`config.mk`:
```
export PLATFORM = sky130hd
export DESIGN_NAME = noise_floor_denoiser_core
export DESIGN_NICKNAME = d
export VERILOG_FILES = /design/src/hw/rtl/nfd_pkg.sv /design/src/hw/rtl/nfd_datapath.sv /design/src/hw/rtl/noise_floor_denoiser_core.sv
export SDC_FILE = /design/constraint.sdc
export NUM_CORES = 2
export LEC_CHECK = 0
export BUFFER_PORTS_ARGS = -buffer_cell sky130_fd_sc_hd__buf_4
export CORE_AREA = 4 4 230 232
export DETAILED_ROUTE_END_ITERATION = 10
export DIE_AREA = 0 0 234 236
export PLACE_DENSITY = 0.8
export SYNTH_ARGS = -nofsm -noshare
export SYNTH_HDL_FRONTEND = slang
export SYNTH_SLANG_ARGS = --single-unit
```
`constraint.sdc`:
```
create_clock -name clk -period 10.6 [get_ports clk]
set_clock_uncertainty 0.1 [all_clocks]
set_input_delay 2.12 -clock clk [delete_from_list [all_inputs] [get_ports clk]]
set_output_delay 2.12 -clock clk [all_outputs]
set_load 0.03 [all_outputs]
```
`src/hw/rtl/nfd_pkg.sv`:
```
// nfd_pkg: shared types, control codes and the microcode ROM of the
// noise-floor denoiser. No dependencies; used by the datapath and the top level.

package nfd_pkg;

  // Configuration register indexes
  localparam int REG_IDX_W = 2;
  localparam logic [REG_IDX_W-1:0] REG_THRESHOLD = 2'd0;
  localparam logic [REG_IDX_W-1:0] REG_SMOOTHING = 2'd1;
  localparam logic [REG_IDX_W-1:0] REG_REDUCTION = 2'd2;
  localparam logic [REG_IDX_W-1:0] REG_WET_MIX   = 2'd3;

  // Multiplier operand A select
  localparam logic [1:0] MA_ALPHA  = 2'd0;
  localparam logic [1:0] MA_IALPHA = 2'd1;
  localparam logic [1:0] MA_GAIN   = 2'd2;
  localparam logic [1:0] MA_MIX    = 2'd3;

  // Multiplier operand B select
  localparam logic [1:0] MB_FLOOR = 2'd0;
  localparam logic [1:0] MB_MAG   = 2'd1;
  localparam logic [1:0] MB_TRIM  = 2'd2;

  // Datapath operations
  localparam logic [2:0] OP_NONE     = 3'd0;
  localparam logic [2:0] OP_LOAD_ACC = 3'd1;
  localparam logic [2:0] OP_UPD_NF   = 3'd2;
  localparam logic [2:0] OP_LOAD_T   = 3'd3;
  localparam logic [2:0] OP_EMIT     = 3'd4;

  // Sequencer jump kinds
  localparam logic [1:0] JMP_NEXT     = 2'd0;
  localparam logic [1:0] JMP_WAIT_IN  = 2'd1;
  localparam logic [1:0] JMP_IF_LOUD  = 2'd2;
  localparam logic [1:0] JMP_WAIT_OUT = 2'd3;

  // Program steps
  localparam int STEP_W = 3;
  localparam logic [STEP_W-1:0] STEP_IDLE   = 3'd0;
  localparam logic [STEP_W-1:0] STEP_DECAY  = 3'd1;
  localparam logic [STEP_W-1:0] STEP_NEW    = 3'd2;
  localparam logic [STEP_W-1:0] STEP_UPDATE = 3'd3;
  localparam logic [STEP_W-1:0] STEP_GAIN   = 3'd4;
  localparam logic [STEP_W-1:0] STEP_TRIM   = 3'd5;
  localparam logic [STEP_W-1:0] STEP_MIX    = 3'd6;
  localparam logic [STEP_W-1:0] STEP_EMIT   = 3'd7;

  typedef struct packed {
    logic [1:0]        a_sel;
    logic [1:0]        b_sel;
    logic [2:0]        op;
    logic [1:0]        jmp;
    logic [STEP_W-1:0] target;
  } ucw_t;

  // Control handed from the sequencer to the datapath
  typedef struct packed {
    logic       load_in;
    logic [1:0] a_sel;
    logic [1:0] b_sel;
    logic [2:0] op;
  } dp_ctrl_t;

  // Status handed back from the datapath
  typedef struct packed {
    logic below;
  } dp_stat_t;

  // Microcode ROM: one control word per step
  function automatic ucw_t ucode(input logic [STEP_W-1:0] step);
    ucw_t w;
    w = '{a_sel: MA_ALPHA, b_sel: MB_FLOOR, op: OP_NONE, jmp: JMP_NEXT, target: STEP_IDLE};
    case (step)
      STEP_IDLE: begin
        w.jmp = JMP_WAIT_IN;
      end
      STEP_DECAY: begin
        // alpha * floor; loud samples skip the estimate update
        w.jmp    = JMP_IF_LOUD;
        w.target = STEP_GAIN;
      end
      STEP_NEW: begin
        w.a_sel = MA_IALPHA;
        w.b_sel = MB_MAG;
        w.op    = OP_LOAD_ACC;
      end
      STEP_UPDATE: begin
        w.op = OP_UPD_NF;
      end
      STEP_GAIN: begin
        w.a_sel = MA_GAIN;
      end
      STEP_TRIM: begin
        w.op = OP_LOAD_T;
      end
      STEP_MIX: begin
        w.a_sel = MA_MIX;
        w.b_sel = MB_TRIM;
      end
      STEP_EMIT: begin
        // operands held so the product stays put while the output waits
        w.a_sel  = MA_MIX;
        w.b_sel  = MB_TRIM;
        w.op     = OP_EMIT;
        w.jmp    = JMP_WAIT_OUT;
        w.target = STEP_IDLE;
      end
      default: begin
        w.jmp    = JMP_NEXT;
        w.target = STEP_IDLE;
      end
    endcase
    return w;
  endfunction

endpackage

```
`src/hw/rtl/nfd_datapath.sv`:
```
// nfd_datapath: sample registers, one shared multiplier, noise floor and
// blend/saturate logic, steered by the sequencer. Depends on nfd_pkg.

module nfd_datapath #(
  parameter int SAMPLE_BITS    = 24,
  parameter int COEF_FRAC_BITS = 16
) (
  input  logic                        clk,
  input  logic                        rst_n,
  input  nfd_pkg::dp_ctrl_t           ctrl,
  input  logic [SAMPLE_BITS-1:0]      sample_in,
  input  logic [SAMPLE_BITS-2:0]      threshold,
  input  logic [COEF_FRAC_BITS-1:0]   alpha,
  input  logic [COEF_FRAC_BITS:0]     gain,
  input  logic [COEF_FRAC_BITS:0]     mix,
  output nfd_pkg::dp_stat_t           stat,
  output logic [SAMPLE_BITS-1:0]      sample_y,
  output logic [SAMPLE_BITS-2:0]      noise_floor
);

  localparam int S   = SAMPLE_BITS;
  localparam int F   = COEF_FRAC_BITS;
  localparam int M   = S - 1;
  localparam int A_W = F + 1;
  localparam int P_W = A_W + S;
  localparam int Y_W = S + 3;

  localparam logic [A_W-1:0] ONE_A   = {1'b1, {F{1'b0}}};
  localparam logic [P_W:0]   RND     = {{(P_W + 1 - F){1'b0}}, {F{1'b1}}};
  localparam logic [Y_W-1:0] Y_MAX   = {{(Y_W - M){1'b0}}, {M{1'b1}}};
  localparam logic [Y_W-1:0] Y_MIN   = {{(Y_W - M){1'b1}}, {M{1'b0}}};
  localparam logic [S-1:0]   SAT_POS = {1'b0, {M{1'b1}}};
  localparam logic [S-1:0]   SAT_NEG = {1'b1, {M{1'b0}}};

  logic [S-1:0]   x_r;
  logic [S-1:0]   mag_r;
  logic [P_W-1:0] prod_r;
  logic [P_W-1:0] acc_r;
  logic [M-1:0]   nf_r;
  logic [S-1:0]   trim_r;

  logic [A_W-1:0] op_a;
  logic [S-1:0]   op_b;
  logic [P_W:0]   blend_sum;
  logic [P_W:0]   rnd_up;
  logic           x_pos;
  logic           x_neg;
  logic [Y_W-1:0] adj;
  logic [Y_W-1:0] y_wide;

  // Shared multiplier operand selection
  always_comb begin
    case (ctrl.a_sel)
      nfd_pkg::MA_ALPHA:  op_a = {1'b0, alpha};
      nfd_pkg::MA_IALPHA: op_a = ONE_A - {1'b0, alpha};
      nfd_pkg::MA_GAIN:   op_a = gain;
      nfd_pkg::MA_MIX:    op_a = mix;
      default:            op_a = '0;
    endcase
    case (ctrl.b_sel)
      nfd_pkg::MB_FLOOR: op_b = {1'b0, nf_r};
      nfd_pkg::MB_MAG:   op_b = mag_r;
      nfd_pkg::MB_TRIM:  op_b = trim_r;
      default:           op_b = '0;
    endcase
  end

  assign blend_sum = {1'b0, acc_r} + {1'b0, prod_r};

  // Product, accumulator, trim amount and input sample
  always_ff @(posedge clk) begin
    prod_r <= op_a * op_b;
    if (ctrl.load_in) begin
      x_r   <= sample_in;
      // two's complement magnitude; the most negative code gives 2^(S-1)
      mag_r <= sample_in[S-1] ? (~sample_in + 1'b1) : sample_in;
    end
    if (ctrl.op == nfd_pkg::OP_LOAD_ACC) begin
      acc_r <= prod_r;
    end
    if (ctrl.op == nfd_pkg::OP_LOAD_T) begin
      trim_r <= prod_r[F +: S];
    end
  end

  // Noise floor estimate
  always_ff @(posedge clk) begin
    if (!rst_n) begin
      nf_r <= '0;
    end else if (ctrl.op == nfd_pkg::OP_UPD_NF) begin
      nf_r <= blend_sum[F +: M];
    end
  end

  assign stat.below  = mag_r < {1'b0, threshold};
  assign noise_floor = nf_r;

  // Blend: positive x moves down by ceil(mix*t), negative x up by floor(mix*t)
  assign rnd_up = {1'b0, prod_r} + RND;
  assign x_pos  = !x_r[S-1] && (|x_r);
  assign x_neg  = x_r[S-1];

  always_comb begin
    if (x_pos) begin
      adj = '0 - {1'b0, rnd_up[P_W:F]};
    end else if (x_neg) begin
      adj = {2'b00, prod_r[P_W-1:F]};
    end else begin
      adj = '0;
    end
  end

  assign y_wide = {{3{x_r[S-1]}}, x_r} + adj;

  // Saturate to the sample range
  always_comb begin
    if ($signed(y_wide) > $signed(Y_MAX)) begin
      sample_y = SAT_POS;
    end else if ($signed(y_wide) < $signed(Y_MIN)) begin
      sample_y = SAT_NEG;
    end else begin
      sample_y = y_wide[S-1:0];
    end
  end

endmodule

```
`src/hw/rtl/noise_floor_denoiser_core.sv`:
```
// noise_floor_denoiser_core: top level; configuration registers, microcode
// sequencer and output register. Depends on nfd_pkg and nfd_datapath.
//
//   channel   direction  handshake            payload
//   in        input      in_valid / in_stall   in_sample_in
//   out       output     out_valid / out_stall out_sample_out, out_noise_level
//   cfg       input      cfg_we                cfg_index, cfg_data
//
// A sample passes the idle step that takes its transfer, then the steps decay,
// new, update, gain, trim, mix and emit, where its result is offered. A sample
// at or above the threshold skips the estimate update (new and update). The
// single shared multiplier takes one operand pair per step.
// Reset (synchronous, rst_n low) loads register defaults, clears the noise
// floor and returns the sequencer to its idle step.
// The output register holds a result until taken; if it is still full at the
// last step, the sequencer waits there and does not take new input.

module noise_floor_denoiser_core #(
  parameter int SAMPLE_BITS    = 24,
  parameter int COEF_FRAC_BITS = 16,
  localparam int CFG_W = (SAMPLE_BITS - 1 > COEF_FRAC_BITS + 1) ?
                         SAMPLE_BITS - 1 : COEF_FRAC_BITS + 1
) (
  input  logic                            clk,
  input  logic                            rst_n,
  input  logic                            in_valid,
  output logic                            in_stall,
  input  logic [SAMPLE_BITS-1:0]          in_sample_in,
  output logic                            out_valid,
  input  logic                            out_stall,
  output logic [SAMPLE_BITS-1:0]          out_sample_out,
  output logic [SAMPLE_BITS-2:0]          out_noise_level,
  input  logic                            cfg_we,
  input  logic [nfd_pkg::REG_IDX_W-1:0]   cfg_index,
  input  logic [CFG_W-1:0]                cfg_data
);

  localparam int M  = SAMPLE_BITS - 1;
  localparam int F  = COEF_FRAC_BITS;
  localparam int GW = F + 1;

  logic [M-1:0]  thr_r;
  logic [F-1:0]  alpha_r;
  logic [GW-1:0] gain_r;
  logic [GW-1:0] mix_r;

  logic [nfd_pkg::STEP_W-1:0] step_r;
  logic [nfd_pkg::STEP_W-1:0] step_nxt;
  nfd_pkg::ucw_t              cw;
  nfd_pkg::dp_ctrl_t          dp_ctrl;
  nfd_pkg::dp_stat_t          dp_stat;

  logic                   in_xfer;
  logic                   slot_free;
  logic                   emit;
  logic [SAMPLE_BITS-1:0] y_val;
  logic [M-1:0]           nf_val;

  logic                   out_valid_r;
  logic [SAMPLE_BITS-1:0] out_sample_r;
  logic [M-1:0]           out_noise_r;

  // Configuration registers
  always_ff @(posedge clk) begin
    if (!rst_n) begin
      thr_r   <= M'(8389);
      alpha_r <= F'(65522);
      gain_r  <= GW'(65536);
      mix_r   <= GW'(65536);
    end else if (cfg_we) begin
      case (cfg_index)
        nfd_pkg::REG_THRESHOLD: thr_r   <= cfg_data[M-1:0];
        nfd_pkg::REG_SMOOTHING: alpha_r <= cfg_data[F-1:0];
        nfd_pkg::REG_REDUCTION: gain_r  <= cfg_data[GW-1:0];
        nfd_pkg::REG_WET_MIX:   mix_r   <= cfg_data[GW-1:0];
        default: ;
      endcase
    end
  end

  // Microcode fetch and handshakes
  assign cw        = nfd_pkg::ucode(step_r);
  assign in_stall  = (cw.jmp != nfd_pkg::JMP_WAIT_IN);
  assign in_xfer   = in_valid && !in_stall;
  assign slot_free = !out_valid_r || !out_stall;
  assign emit      = (cw.op == nfd_pkg::OP_EMIT) && slot_free;

  // Next step
  always_comb begin
    case (cw.jmp)
      nfd_pkg::JMP_NEXT:     step_nxt = step_r + 1'b1;
      nfd_pkg::JMP_WAIT_IN:  step_nxt = in_xfer ? step_r + 1'b1 : step_r;
      nfd_pkg::JMP_IF_LOUD:  step_nxt = dp_stat.below ? step_r + 1'b1 : cw.target;
      nfd_pkg::JMP_WAIT_OUT: step_nxt = slot_free ? cw.target : step_r;
      default:               step_nxt = nfd_pkg::STEP_IDLE;
    endcase
  end

  always_ff @(posedge clk) begin
    if (!rst_n) begin
      step_r <= nfd_pkg::STEP_IDLE;
    end else begin
      step_r <= step_nxt;
    end
  end

  assign dp_ctrl.load_in = in_xfer;
  assign dp_ctrl.a_sel   = cw.a_sel;
  assign dp_ctrl.b_sel   = cw.b_sel;
  assign dp_ctrl.op      = cw.op;

  nfd_datapath #(
    .SAMPLE_BITS    (SAMPLE_BITS),
    .COEF_FRAC_BITS (COEF_FRAC_BITS)
  ) u_dp (
    .clk         (clk),
    .rst_n       (rst_n),
    .ctrl        (dp_ctrl),
    .sample_in   (in_sample_in),
    .threshold   (thr_r),
    .alpha       (alpha_r),
    .gain        (gain_r),
    .mix         (mix_r),
    .stat        (dp_stat),
    .sample_y    (y_val),
    .noise_floor (nf_val)
  );

  // Output register
  always_ff @(posedge clk) begin
    if (!rst_n) begin
      out_valid_r <= 1'b0;
    end else if (emit) begin
      out_valid_r <= 1'b1;
    end else if (!out_stall) begin
      out_valid_r <= 1'b0;
    end
  end

  always_ff @(posedge clk) begin
    if (emit) begin
      out_sample_r <= y_val;
      out_noise_r  <= nf_val;
    end
  end

  assign out_valid       = out_valid_r;
  assign out_sample_out  = out_sample_r;
  assign out_noise_level = out_noise_r;

endmodule

```
==> metrics <==
Yosys top cell by area=fa_1; initial antenna violation count=0; clk sink count=298; Area Growth Syn to Fin=9.03%; via/cell ratio=5.86; Area after DPL=0.0293 mm^2; crit path capture type=flop; row count=83; Final Critical Period=9.69 ns; Net Count, Synth=3679; commonest non-fill, non-tap cell in the layout=nand2_1; # setup viols final=0; post-CTS sizing=0; final non-filler cell total=3850; EDFF count, synth=157; # diodes=0; CP Launch Type=flop; Hold Worst Slack=0.357 ns; post-route ant nets=0; Wirelength per Cell=20.5 um; post-place setup slack=1.01 ns; cells after synthesis=3090; TritonCTS clock tree=done; most frequent CP cell=fa_1; Seq/Total Area, Yosys=0.271; Register Area=0.00754 mm^2; drt first pass iters=8; critical path data arrival time=10.04 ns; first-pass GRT wire length=124 mm; Via Count=22600; Worst Tran Pin Value=1.14 ns; Max H-tree Level=1; Clock Path Buffers=3; CP Data Required Time=10.95 ns; die width=234 um; Post-Syn Area=0.0278 mm^2; grt total ovfl=0; period utilization=0.914; GRT Total Usage=0.287; Max FO, Critical Path=27; Worst VDD drop=0.190 mV; core area=0.0510 mm^2; Clock transition at path regs=0.07 ns; starting DRC count in detailed routing=2174; highest clock rate=103 MHz; Synth Register Bits=298; Multi-input gate area=0.0181 mm^2; Async S/R FF share, synth=0; Design Area, Final=0.0303 mm^2; pwr dens=320 mW/mm^2; RSZ-0062 raised after global routing=no; Num CTS Buffers=31; Final Util=0.594; I/O Pins=103; die area=0.0552 mm^2; top cells by area in the synthesized netlist=fa_1 (24%), edfxtp_1 (17%), dfxtp_1 (10%); Final Hold Viols=0; Final Max Tran Viols=0; fin nets=3734; Clock Latency Late Sink=0.58 ns; ratio of cells with drive above 1 in the final layout=0.0741; CP max stage delay=0.77 ns; Final HPWL DP=61.2 mm; Placed Cells=3792; number of global-route vias before repair=22200; post-synth top area share=0.238; drt total wl=78.9 mm; number of port buffers=102; Placer Congestion=0.991; post-CTS setup buffer count=0; hold-fix buffer count after cts=0; max_cap viols=0; Yosys warning total=0; Filler Cells Inserted=4231; slowest CP cell=or3_1; Root Driver=clkbuf_16; total negative slack=0 ns; critical path class=flop to flop; DR DRC count=0; Tot Pwr=9.71 mW; Lkg Pwr=13.8 nW; most frequent cells in the layout=nand2_1 (521), inv_1 (449), fa_1 (330); Final WS setup=0.913 ns; Most used DFF post-synth=edfxtp_1; Unique masters post-synth=75; Min-Delay Path Class=flop to flop; average size of a mapped cell=8.99 um^2; Initial Utilization=0.545; relative slew slack=0.238; largest net degree at the start of global routing=78; die height=236 um; status=complete, no violations
cell usage after synthesis (6+ instances only):
master    number
nand2_1      521
inv_1        450
a211oi_1      16
nor2b_1        7
o21ai_0      115
o31ai_1       21
nor4_1        25
nand2b_1      14
o21a_1        30
edfxtp_1     157
o21bai_1      18
o21ai_1        7
or3_1         24
a21o_1        64
nor2_1       221
a31oi_1       12
ha_1         205
o211ai_1       9
nand3_1       46
o22ai_1        6
xnor2_1       72
or2_2          8
nor3_1        36
a22oi_1       25
o41ai_1        9
fa_1         330
clkbuf_1     114
dfxtp_1      141
and3_1        16
a21oi_1      192
nand4_1       16
and2_1        43
xor2_1        22
where the power goes:
part,internal (mW),switching [mW]
sequential,1.48,0.217
combinational,2.56,4.39
clock,0.596,0.468
worst paths after layout:
check,from,to,slack [ns],cells after the start
worst max-delay path,step_r[0],u_dp.prod_r[40],0.91,28
worst min-delay path,mix_r[14],mix_r[14],0.36,2
worst max register to register,step_r[0],u_dp.prod_r[40],0.91,28
worst min register to register,mix_r[14],mix_r[14],0.36,2
routing by layer:
metal,vias up,global-route usage,share of wire
met5,-,0,0
met4,0,0.107,0.048
met3,222,0.0792,0.11
met2,1155,0.445,0.45
met1,10900,0.387,0.39
li1,10300,-,-
cell type report:
cell class | instances | area share
Timing Repair Buffer | 148 | 0.0367
Clock buffer | 36 | 0.0266
Multi-Input combinational cell | 2215 | 0.598
Sequential cell | 298 | 0.249
Tap cell | 680 | 0.0281
Inverter | 451 | 0.0559
Clock inverter | 22 | 0.00615
critical path, delay by kind of cell, from the launching register on:
family	cells	cell delay (ns)
buffers and inverters	5	0.91
xor gates and xnor gates	1	0.14
and+or+nand+nor	5	1.43
adders and majority gates	8	3.79
DFF	1	0.37
AOI/OAI and AO/OA	9	2.80
sequential cells by signal (all words and copies together) (netlist names):
name,count
u_dp.acc_r,39
u_dp.noise_floor,23
u_dp.mag_r,23
u_dp.x_r,24
out_noise_level,23
u_dp.trim_r,24
alpha_r,16
out_valid,1
mix_r,17
thr_r,23
u_dp.prod_r,41
gain_r,17
out_sample_out,24
step_r,3
cells by family (layout without fill, tap and decap cells):
| family | after synthesis | count (layout) | synth area share |
|---|---|---|---|
| AO/OA/AOI/OAI | 577 | 577 | 0.130 |
| flip-flops | 298 | 298 | 0.271 |
| buffers and inverters | 577 | 657 | 0.0788 |
| adder cells (fa/ha/maj) | 535 | 535 | 0.330 |
| AND/OR/NAND/NOR | 1005 | 1005 | 0.158 |
| multiplexers | 4 | 4 | 0.00153 |
| XOR/XNOR | 94 | 94 | 0.0296 |
(Power assumes the default switching activity.)
